[config.mk]
export PLATFORM = sky130hd
export DESIGN_NAME = lzw_outq
export DESIGN_NICKNAME = d
export VERILOG_FILES = /design/src/rtl/lzw_pkg.sv /design/src/rtl/lzw_outq.sv
export SDC_FILE = /design/constraint.sdc
export NUM_CORES = 1
export LEC_CHECK = 0
export BUFFER_PORTS_ARGS = -buffer_cell sky130_fd_sc_hd__buf_2
export CORE_MARGIN = 1.5
export CORE_UTILIZATION = 50
export DETAILED_ROUTE_END_ITERATION = 6
export PLACE_DENSITY_LB_ADDON = 0.05
export SYNTH_ARGS = -nofsm -noshare
export SYNTH_HDL_FRONTEND = slang
export SYNTH_SLANG_ARGS = --single-unit
[constraint.sdc]
create_clock -name clk -period 3.4 [get_ports clk]
set_input_delay 0.68 -clock clk [delete_from_list [all_inputs] [get_ports clk]]
set_output_delay 0.68 -clock clk [all_outputs]
set_load 0.1 [all_outputs]
[src/rtl/lzw_pkg.sv]
// Shared constants, types and state codes of the LZW compressor.
package lzw_pkg;

	localparam int DICT_SIZE   = 4096;
	localparam int CODE_W      = 12;
	localparam int CODE_SPACE  = 1 << CODE_W;
	localparam int CODE_LIMIT  = (DICT_SIZE < CODE_SPACE) ? DICT_SIZE : CODE_SPACE;
	localparam int NFC_W       = CODE_W + 1;
	localparam int BYTE_W      = 8;
	localparam int ROOT_CODES  = 1 << BYTE_W;
	localparam int KEY_W       = CODE_W + BYTE_W;

	// dictionary banking across the cell chain: code = {row, cell}
	localparam int NUM_CELLS   = 64;
	localparam int CELL_W      = $clog2(NUM_CELLS);
	localparam int ROW_W       = CODE_W - CELL_W;
	localparam int ROW_DEPTH   = 1 << ROW_W;
	localparam int FIRST_ROW   = ROOT_CODES / NUM_CELLS;

	// two read/compare stages in a cell, then the chain itself
	localparam int DRAIN_CYCLES = NUM_CELLS + 2;
	localparam int DRAIN_W      = $clog2(DRAIN_CYCLES);

	localparam int OQ_DEPTH    = 4;
	localparam int OQ_PTR_W    = $clog2(OQ_DEPTH);
	localparam int OQ_CNT_W    = OQ_PTR_W + 1;

	typedef enum logic [1:0] {
		ST_IDLE,
		ST_SCAN,
		ST_DRAIN,
		ST_DECIDE
	} state_t;

	typedef struct packed {
		logic              clear;
		logic              scan;
		logic [ROW_W-1:0]  row;
		logic [KEY_W-1:0]  key;
		logic [NFC_W-1:0]  nfc;
		logic              wr_en;
		logic [CODE_W-1:0] wr_code;
	} cell_ctrl_t;

	typedef struct packed {
		logic              hit;
		logic [CODE_W-1:0] code;
	} chain_t;

	typedef struct packed {
		logic [CODE_W-1:0] code;
		logic              last;
	} result_t;

endpackage

[src/rtl/lzw_outq.sv]
// Result queue: takes up to two codes a cycle, hands one out per transaction.
module lzw_outq import lzw_pkg::*; (
	input  logic    clk,
	input  logic    arst_n,
	input  logic    a_valid,
	input  result_t a_data,
	input  logic    b_valid,
	input  result_t b_data,
	output logic    room2,
	output logic    out_valid,
	input  logic    out_ready,
	output result_t out_data
);

	result_t               q [OQ_DEPTH];
	logic [OQ_PTR_W-1:0]   wp_q;
	logic [OQ_PTR_W-1:0]   rp_q;
	logic [OQ_CNT_W-1:0]   cnt_q;
	logic [OQ_PTR_W-1:0]   b_addr;
	logic [1:0]            n_push;
	logic                  pop;

	assign b_addr   = a_valid ? (wp_q + OQ_PTR_W'(1)) : wp_q;
	assign n_push   = {1'b0, a_valid} + {1'b0, b_valid};
	assign out_valid = (cnt_q != '0);
	assign pop      = out_valid && out_ready;
	assign out_data = q[rp_q];
	assign room2    = (cnt_q <= OQ_CNT_W'(OQ_DEPTH - 2));

	always_ff @(posedge clk) begin
		if (a_valid) begin
			q[wp_q] <= a_data;
		end
		if (b_valid) begin
			q[b_addr] <= b_data;
		end
	end

	always_ff @(posedge clk or negedge arst_n) begin
		if (!arst_n) begin
			wp_q  <= '0;
			rp_q  <= '0;
			cnt_q <= '0;
		end else begin
			wp_q  <= wp_q + OQ_PTR_W'(n_push);
			rp_q  <= rp_q + OQ_PTR_W'(pop);
			cnt_q <= cnt_q + OQ_CNT_W'(n_push) - OQ_CNT_W'(pop);
		end
	end

endmodule

==> results of run 1 <==
==> sequential cells by signal, indices dropped and copies added, names as in the netlist <==
| register | count |
|---|---|
| rp_q | 2 |
| wp_q | 2 |
| cnt_q | 3 |
| q | 52 |
==> metrics by stage <==
stage | hold WS [ns] | instances | instance area, um2 | setup slack, ns | utilization [%]
4_1_cts | 0.159 | 309 | 3500 | 0.738 | 59.2
5_1_grt | 0.171 | 309 | 3500 | 0.706 | 59.2
6_report | 0.174 | 309 | 3500 | 0.776 | 59.2
3_5_place_dp | 0.489 | 293 | 3350 | 0.891 | 56.6
2_1_floorplan | 0.384 | 175 | 3060 | 0.661 | -
3_3_place_gp | 0.478 | 293 | 3350 | 0.936 | 56.6
==> path summary, 6_finish.rpt <==
check	startpoint	endpoint	slack, ns	cells after the start
setup / recovery	rp_q[1]	out_data[10]	0.78	2
min in group clk	cnt_q[2]	cnt_q[2]	0.50	1
setup reg to reg	wp_q[0]	q[1][9]	0.95	6
hold / removal	arst_n	cnt_q[0]	0.17	1
max in group asynchronous	arst_n	rp_q[1]	3.07	1
hold reg to reg	cnt_q[2]	cnt_q[2]	0.50	1
==> cells by family (layout without fill, tap and decap cells) <==
kind of cell | after synthesis | count (layout)
adders and majority gates | 11 | 11
AOI/OAI and AO/OA | 7 | 7
xor gates and xnor gates | 5 | 5
muxes | 65 | 65
DFF | 59 | 59
buffers and inverters | 15 | 74
and+or+nand+nor | 13 | 13
==> final cells by class <==
type                            instances  area [um2]
Clock buffer                           12         135
Timing Repair Buffer                   50         263
Inverter                                8        30.0
Multi-Input combinational cell        101        1230
Tap cell                               75        93.8
Clock inverter                          4        17.5
Sequential cell                        59        1740
Fill cell                             480        2420
==> cells in the final DEF, fill, tap and decap left out <==
cell / n
nor3_1: 1
nand4_1: 1
edfxtp_1: 52
a21oi_1: 1
inv_2: 1
o21ai_2: 2
o31ai_4: 2
nand4b_1: 1
clkbuf_8: 9
or3_1: 1
fa_1: 1
a21o_1: 2
ha_1: 10
buf_4: 5
clkinv_1: 2
inv_1: 7
and3b_2: 1
clkinv_2: 2
and2_1: 1
clkbuf_1: 3
mux4_2: 13
buf_2: 45
mux2_2: 52
nor3b_1: 1
xor2_1: 2
nor3b_2: 1
nand2_1: 5
xnor2_1: 3
dfrtp_1: 7
==> per-layer routing <==
metal	vias up	track usage, %	wire length, um
met4	0	10.9	87
met5	-	0	0
met1	852	23.2	2470
met3	7	3.71	275
met2	49	33.7	3080
li1	798	-	-
==> critical path, stage by stage, from the launching register on <==
cell	delay [ns]
dfrtp_1	0.84
mux4_2	0.35
buf_2	0.43
==> metrics.md, run 1 <==
| Metric | Value |
|---|---|
| Detailed placement HPWL | between 3000 and 4000 um |
| Mapped Cells | ~180 |
| Yosys reg bits | between 50 and 60 |
| Most used flip-flop cell after synthesis | edfxtp_1 |
| Warnings from Yosys | 0 |
| Simple-gate share of the synthesized area | 2.66% |
| Required time worst endpoint | about 2.7 ns |
| Largest cells by area after synthesis | edfxtp_1 51%, mux2_2 19%, mux4_2 9.6% |
| Max frequency | roughly 380 MHz |
| Post-synth EDFFs | between 50 and 60 |
| Layout cells sized above 1 | a little under three fifths |
| Reg clk slew, reported paths | 0.06 ns |
| Vias in the first global route | about 1800 |
| Cell Area, Synth | 3060 um2 |
| # DRC | 0 |
| First-pass GRT wire length | 8890 um |
| Worst slew margin | 49.0% |
| Fin crit share | 77.2% |
| Critical path peak fanout | 14 |
| Num CTS Buffers | 9 |
| RSZ-0062 raised after global routing | false |
| CTS tree | built |
| Crit path capture type | primary output |
| Hold Crit Class | in -> async |
| Die Wd | about 81 um |
| PortBufs | 45 |
| Top cell type's share of synthesized area | between 50% and 60% |
| Top cells by instance count after synthesis | 52 x edfxtp_1, 52 x mux2_2, 13 x mux4_2, 10 x ha_1 |
| Initial antenna violation count | 0 |
| Syn_area_per_cell | 17.5 um2 |
| Status | complete, no violations |
| Via density | approximately 5.5 |
| Synth Area in XOR/XNOR | under 10% |
| CTS resizes | 0 |
| Synth Net Count | 217 |
| Routability congestion estimate from global placement | around 0.73 |
| Max-cap violations | 0 |
| Largest net degree at the start of global routing | 15 |
| Area Growth Syn to Fin | 14.6% |
| Final TNS setup | 0 ns |
| Synth unique cells | 28 |
| Hold_buf cts | 0 |
| Slew Viols, Final | 0 |
| Setup repair bufs after CTS | 0 |
| Initial Util | 51.7% |
| Hold Violations, Final | 0 |
| Period minus WS final | between 2 and 3 ns |
| Mux cell area share after synthesis | between 20% and 30% |
| DRT Pass-1 Iters | 5 |
| Actual transition at the worst max-transition pin | between 0.7 and 0.8 ns |
| Synth Area in Compound Gates | 2.62% |
| CTS sink cnt | just under 60 |
| GR Overflow Total | 0 |
| Die Footprint | 6600 um2 |
| Kind of critical path | reg -> out |
| Drt total wl | between 5000 and 6000 um |
| CTS H-tree lvls | 3 |
| Critical path startpoint category | flop |
| Seq/Total Area, Yosys | a little under three fifths |
| Drt first-iter violations | just under 80 |
| Final setup viols | 0 |
| Max clock buf depth | 2 |
| GRT Util Overall | between 10% and 20% |
| Core region area | just under 6000 um2 |
| Final setup skew | 0.00385 ns |
| Post-synthesis async set-or-reset flop share | between 10% and 20% |
| Antenna viol nets, final | 0 |
| Vias | ~1700 |
| Io pins | 46 |
| Average routed wire per standard cell | ~19 um |
| Rows | 28 |
| CTS Root Cell | clkbuf_8 |
| Die Y | 81.2 um |
| Adder-Cell Fraction of Synth Area | under 10% |
| Number of diodes | 0 |
| Total Nets Final | about 270 |
| Arrival @ worst endpoint | 1.94 ns |
| Clock latency on the worst-skew pair | 0.32 ns |
| Largest family of logic cells by synthesized area | multiplexers |
| Largest area contributor in the netlist | edfxtp_1 |
Power of run 1 is left out: the tool's default activity adds up to more than one toggle a clock period on the data nets, which glitch-free logic cannot reach.
==> inputs of run 2 (changes only) <==
--- a/config.mk
+++ b/config.mk
@@ -5,6 +5,7 @@
 export SDC_FILE = /design/constraint.sdc
 export NUM_CORES = 1
 export LEC_CHECK = 0
+export ABC_AREA = 1
 export BUFFER_PORTS_ARGS = -buffer_cell sky130_fd_sc_hd__buf_2
 export CORE_MARGIN = 1.5
 export CORE_UTILIZATION = 50
==> constraint.sdc (replaced) <==
create_clock -name clk -period 2.3 [get_ports clk]
set_input_delay 0.46 -clock clk [delete_from_list [all_inputs] [get_ports clk]]
set_output_delay 0.46 -clock clk [all_outputs]
set_load 0.1 [all_outputs]
==> run 2 against run 1 <==
  * First-iteration DRC count grew 77%
  * Die area up 7.6%
  * Setup slack worse by 0.60 ns
  * Global-route usage rose by 4.6 points
  * Routed wire length increased by 35%
  * Critical endpoint is now out_data[6]
==> metrics.md, run 2 <==
| Metric | Value |
|---|---|
| Hold Crit Class | in -> reg |
| Largest net degree at the start of global routing | 32 (+17) |
| Seq/Total Area, Yosys | 52.6% (-4.2 points) |
| GRT Util Overall | 24.2% (+4.6 points) |
| Final setup viols | 0 (unchanged) |
| Post-synth EDFFs | 52 (unchanged) |
| Warnings from Yosys | 0 (unchanged) |
| Critical path startpoint category | flop |
| Hold Violations, Final | 0 (unchanged) |
| Routability congestion estimate from global placement | 0.774 (+5.5%) |
| Kind of critical path | reg -> out |
| Initial antenna violation count | 0 (unchanged) |
| Layout cells sized above 1 | 25.0% (-32 points) |
| Die Wd | 84.3 um (+3.7%) |
| Max-cap violations | 0 (unchanged) |
| Post-synthesis async set-or-reset flop share | 11.9% (unchanged) |
| Filler cells | 526 (+9.6%) |
| Most frequent cells in the layout | 144 x nand2_1, 52 x edfxtp_1, 32 x buf_2, 27 x nor2_1 |
| Largest cells by area after synthesis | edfxtp_1 47%, nand2_1 16%, dfrtp_1 5.3% |
| Die Y | 84.3 um (+3.7%) |
| CTS tree | built |
| Max clock buf depth | 2 (unchanged) |
| Drt first-iter violations | 138 (+77%) |
| Clock latency on the worst-skew pair | 0.33 ns (about the same) |
| Worst slew margin | 68.0% (+19 points) |
| Vias in the first global route | 2547 (+43%) |
| Final TNS setup | 0 ns (unchanged) |
| Core region area | 6350 um2 (+7.2%) |
| Top cells by instance count after synthesis | 144 x nand2_1, 52 x edfxtp_1, 27 x nor2_1, 26 x nand4_1, 26 x o21ai_0 |
| Number of diodes | 0 (unchanged) |
| Synth Area in Compound Gates | 6.79% (+4.2 points) |
| Met1 usage | 29.9% (+6.7 points) |
| Fin crit share | 92.5% |
| Die Footprint | 7100 um2 (+7.6%) |
| Mux cell area share after synthesis | 0% (-29 points) |
| Actual transition at the worst max-transition pin | 0.483 ns (-0.282 ns) |
| Most common cell after layout, fill and taps aside | nand2_1 |
| GR Overflow Total | 0 (unchanged) |
| Final setup skew | 0.00853 ns (+0.00468 ns) |
| Top flop regs | q x52, cnt_q x3 |
| Count leader, synth | nand2_1 |
| Mapped Cells | 361 (+110%) |
| Required time worst endpoint | 1.84 ns (-0.88 ns) |
| Area Growth Syn to Fin | 25.0% |
| Status | complete, no violations |
| Num CTS Buffers | 9 (unchanged) |
| Io pins | 46 (unchanged) |
| Cell Area, Synth | 3300 um2 (+7.9%) |
| Busiest layer in global routing | met2 |
| Met2 global-route usage | 42.0% (+8.4 points) |
| Initial Util | 52.0% (+0.31 points) |
| Synth Area in XOR/XNOR | 1.33% (-0.10 points) |
| CTS Root Cell | clkbuf_8 |
| Detailed placement HPWL | 5360 um (+41%) |
| Antenna viol nets, final | 0 (unchanged) |
| Critical path peak fanout | 13 (-1) |
| Drt total wl | 7990 um (+35%) |
| Synth Net Count | 403 (+86%) |
| Max frequency | 470 MHz |
| Vias | 2685 (+57%) |
| Synth unique cells | 24 (-14%) |
| Crit path capture type | primary output |
| Largest family of logic cells by synthesized area | simple AND/OR/NAND/NOR gates |
| Largest area contributor in the netlist | edfxtp_1 |
| Average routed wire per standard cell | 16.1 um (-16%) |
| PortBufs | 45 (unchanged) |
| Syn_area_per_cell | 9.14 um2 (-48%) |
| Top cell type's share of synthesized area | 47.3% (-3.7 points) |
| Rows | 29 (+3.6%) |
| Final core occ | 65.0% (+5.8 points) |
| Largest register FFs | 52 (unchanged) |
| Arrival @ worst endpoint | 1.67 ns (-0.27 ns) |
| Period minus WS final | 2.13 ns |
| Adder-Cell Fraction of Synth Area | 4.40% (-0.35 points) |
| Most flop-heavy register | q |
| Via density | 5.40 (-2.1%) |
| Simple-gate share of the synthesized area | 29.0% (+26 points) |
| Reg clk slew, reported paths | 0.07 ns (about the same) |
| CTS H-tree lvls | 3 (unchanged) |
| Most used flip-flop cell after synthesis | edfxtp_1 |
| Met3 usage in global routing | 4.33% (+0.62 points) |
| Setup repair bufs after CTS | 0 (unchanged) |
| Yosys reg bits | 59 (unchanged) |
| First-pass GRT wire length | 12900 um (+45%) |
| Total Nets Final | 457 (+69%) |
| CTS resizes | 0 (unchanged) |
| Slew Viols, Final | 0 (unchanged) |
| CTS sink cnt | 59 (unchanged) |
| # DRC | 0 (unchanged) |
| DRT Pass-1 Iters | 5 (unchanged) |
| RSZ-0062 raised after global routing | false |
[run 2: cell count changes in the layout (fill, tap and decap cells not counted), sizes merged, moves of 5 or more]
cell / delta
buf: +13
inv: +5
mux2: -52
mux4: -13
nand2: +146
nand3: +5
nand4: +25
nor2: +29
o21ai: +24
o22ai: +13
[run 2: per-stage QoR]
stage	setup WS (ns)	hold slack, ns	instance area (um2)	std cells
after floorplan	0.0925	0.164	3390	361
after global placement	0.149	0.299	3910	480
after detailed placement	0.0895	0.302	3910	480
after CTS	0.150	0.417	4130	497
after global routing	0.0892	0.436	4130	497
final	0.173	0.427	4130	497
[run 2: path summary, 6_finish.rpt]
path                                start     endpoint  slack (ns)  cells past startpoint
worst min-delay path            a_data[5]      q[2][5]        0.43                      3
worst max-delay path              rp_q[1]  out_data[6]        0.17                      4
max in group asynchronous          arst_n      rp_q[0]        1.66                      2
worst max register to register   cnt_q[2]     cnt_q[2]        0.27                      9
min in group asynchronous          arst_n      wp_q[1]        0.48                      2
worst min register to register   cnt_q[2]     cnt_q[2]        0.52                      1
[run 2: cell type report]
cell class / count / area [um2] / area share (%)
Clock buffer: 10 / 128 / 3.09
Inverter: 13 / 51.3 / 1.24
Sequential cell: 59 / 1740 / 42.1
Tap cell: 77 / 96.3 / 2.33
Multi-Input combinational cell: 268 / 1460 / 35.3
Timing Repair Buffer: 64 / 578 / 14.0
Clock inverter: 6 / 80.1 / 1.94
[run 2: logic make-up (layout without fill, tap and decap cells)]
family                   after synthesis  after routing
AND/OR/NAND/NOR                      211            211
AO/OA/AOI/OAI                         41             41
flip-flops                            59             59
adder cells (fa/ha/maj)               11             11
buffers and inverters                 34             93
XOR/XNOR                               5              5
[run 2: critical path, cell delays in order, from the launching register on]
cell and delay (ns):
dfrtp_1 0.37, inv_1 0.34, o21ai_0 0.20, o22ai_2 0.21, buf_12 0.21
[run 2: routing by layer]
layer,up-vias,wire length [um]
met5,-,0
met4,0,174
met3,18,392
met2,101,3990
met1,1225,3440
li1,1341,-
[run 2: repair_timing]
item,CTS,global route
endpoints found under the setup margin,0,0
hold endpoints to repair,7,0
hold buffers,1,0
Power of run 2 is left out for the same reason.
==> inputs of run 3 (changes only) <==
--- a/config.mk
+++ b/config.mk
@@ -6,10 +6,10 @@
 export NUM_CORES = 1
 export LEC_CHECK = 0
 export ABC_AREA = 1
-export BUFFER_PORTS_ARGS = -buffer_cell sky130_fd_sc_hd__buf_2
 export CORE_MARGIN = 1.5
 export CORE_UTILIZATION = 50
 export DETAILED_ROUTE_END_ITERATION = 6
+export DONT_BUFFER_PORTS = 1
 export PLACE_DENSITY_LB_ADDON = 0.05
 export SYNTH_ARGS = -nofsm -noshare
 export SYNTH_HDL_FRONTEND = slang
==> run 3 against run 2 <==
  * Critical endpoint unchanged
  * Cell area is 5.5% lower
  * Critical path depth stayed put
  * Fmax shrank 1.7%
  * Non-clock buffer count is 33 lower
  * First-iteration DRC count rose by 13%
  * Sequential cell count unchanged
  * Routed wire length is 2.0% lower
  * Via count is 4.9% lower
==> metrics.md, run 3 (synthesis results as in run 2) <==
| Metric | Value |
|---|---|
| Met1 usage | 31.8% (+1.9 points) |
| CTS resizes | 0 (unchanged) |
| GR Overflow Total | 0 (unchanged) |
| Die Y | 84.3 um (unchanged) |
| CTS H-tree lvls | 3 (unchanged) |
| First-pass GRT wire length | 12800 um (-0.43%) |
| Average routed wire per standard cell | 16.9 um (+5.2%) |
| Core region area | 6350 um2 (unchanged) |
| Slew Viols, Final | 0 (unchanged) |
| Final TNS setup | 0 ns (unchanged) |
| Critical path startpoint category | flop |
| PortBufs | 0 (-100%) |
| CTS sink cnt | 59 (unchanged) |
| Max frequency | 462 MHz (-1.7%) |
| Die Footprint | 7100 um2 (unchanged) |
| Antenna viol nets, final | 0 (unchanged) |
| Setup repair bufs after CTS | 0 (unchanged) |
| Detailed placement HPWL | 5310 um (-0.77%) |
| Drt first-iter violations | 156 (+13%) |
| Drt total wl | 7830 um (-2.0%) |
| Most frequent cells in the layout | 144 x nand2_1, 52 x edfxtp_1, 27 x nor2_1, 26 x nand4_1, 26 x o21ai_0 |
| Fin crit share | 94.1% (+1.6 points) |
| Num CTS Buffers | 9 (unchanged) |
| Crit path capture type | primary output |
| Vias in the first global route | 2533 (-0.55%) |
| Worst slew margin | 68.5% (+0.43 points) |
| Vias | 2553 (-4.9%) |
| Max-cap violations | 0 (unchanged) |
| CTS tree | built |
| # DRC | 0 (unchanged) |
| Top flop regs | q x52, cnt_q x3 |
| Hold_buf cts | 1 (unchanged) |
| Hold Crit Class | in -> reg |
| GRT Util Overall | 24.1% (-0.16 points) |
| Final setup skew | 0.00650 ns (-0.00202 ns) |
| Most common cell after layout, fill and taps aside | nand2_1 |
| Met3 usage in global routing | 4.62% (+0.29 points) |
| DRT Pass-1 Iters | 4 (-1) |
| Critical path peak fanout | 13 (unchanged) |
| Finished Cell Area | 3900 um2 (-5.5%) |
| Total Nets Final | 424 (-7.2%) |
| Hold Violations, Final | 0 (unchanged) |
| Actual transition at the worst max-transition pin | 0.472 ns (-0.0103 ns) |
| Period minus WS final | 2.16 ns (+0.0372 ns) |
| Final core occ | 61.4% (-3.5 points) |
| Initial Util | 52.0% (unchanged) |
| Kind of critical path | reg -> out |
| Status | complete, no violations |
| Busiest layer in global routing | met2 |
| Area Growth Syn to Fin | 18.2% |
| Die Wd | 84.3 um (unchanged) |
| Rows | 29 (unchanged) |
| Required time worst endpoint | 1.84 ns (about the same) |
| Reg clk slew, reported paths | 0.07 ns (about the same) |
| Max clock buf depth | 2 (unchanged) |
| CTS Root Cell | clkbuf_8 |
| Layout cells sized above 1 | 18.4% (-6.6 points) |
| Io pins | 46 (unchanged) |
| Via density | 5.51 (+2.1%) |
| Routability congestion estimate from global placement | 0.773 (about the same) |
| Largest net degree at the start of global routing | 33 (+3.1%) |
| Number of diodes | 0 (unchanged) |
| Initial antenna violation count | 0 (unchanged) |
| Largest register FFs | 52 (unchanged) |
| Arrival @ worst endpoint | 1.70 ns (+0.03 ns) |
| Met2 global-route usage | 38.2% (-3.9 points) |
| RSZ-0062 raised after global routing | false |
| Cell Area, Placed | 3740 um2 (-4.3%) |
| Most flop-heavy register | q |
| Clock latency on the worst-skew pair | 0.33 ns (about the same) |
| Final setup viols | 0 (unchanged) |
-- run 3: cell count changes in the layout (fill, tap and decap cells not counted) --
| cell | before | now |
|---|---|---|
| clkbuf_1 | 1 | 2 |
| buf_4 | 17 | 16 |
| clkinv_1 | 2 | 1 |
| clkinvlp_4 | 1 | 0 |
| bufinv_16 | 2 | 0 |
| buf_2 | 32 | 0 |
| clkinv_2 | 1 | 3 |
-- run 3: layout make-up --
type                    count  area, um2
inverters                  13       51.3
multi-input cells         268       1460
repair buffers             31        410
flip-flops and latches     59       1740
fillers                   517       2450
clock inverters             4       18.8
well taps                  77       96.3
clock buffers              11        131
-- run 3: path summary, 6_finish.rpt --
path / startpoint / to / slack, ns / cells past startpoint
min: a_data[9] / q[0][9] / 0.30 / 2
min in group asynchronous: arst_n / cnt_q[2] / 0.46 / 1
max in group asynchronous: arst_n / rp_q[0] / 1.60 / 1
max reg2reg: wp_q[0] / q[2][7] / 0.26 / 7
min reg2reg: cnt_q[2] / cnt_q[2] / 0.52 / 1
max: rp_q[1] / out_data[6] / 0.14 / 4
-- run 3: per-layer routing --
metal  vias up  share of wire, %
li1       1269                 -
met4         0               1.8
met1      1175                42
met3        14               7.4
met2        95                49
met5         -                 0
-- run 3: worst max-delay path, stage by stage (launching register included) --
cell	delay (ns)
dfrtp_1	0.37
inv_1	0.36
o21ai_0	0.21
o22ai_2	0.21
buf_12	0.21
-- run 3: stage by stage --
| stage | instances | setup slack (ns) | hold WS [ns] |
|---|---|---|---|
| final | 463 | 0.136 | 0.298 |
| after global placement | 447 | 0.270 | 0.165 |
| after detailed placement | 447 | 0.222 | 0.165 |
| after global routing | 463 | 0.0424 | 0.294 |
| after CTS | 463 | 0.120 | 0.290 |
| after floorplan | 361 | 0.0925 | 0.164 |
Power of run 3 is left out for the same reason.
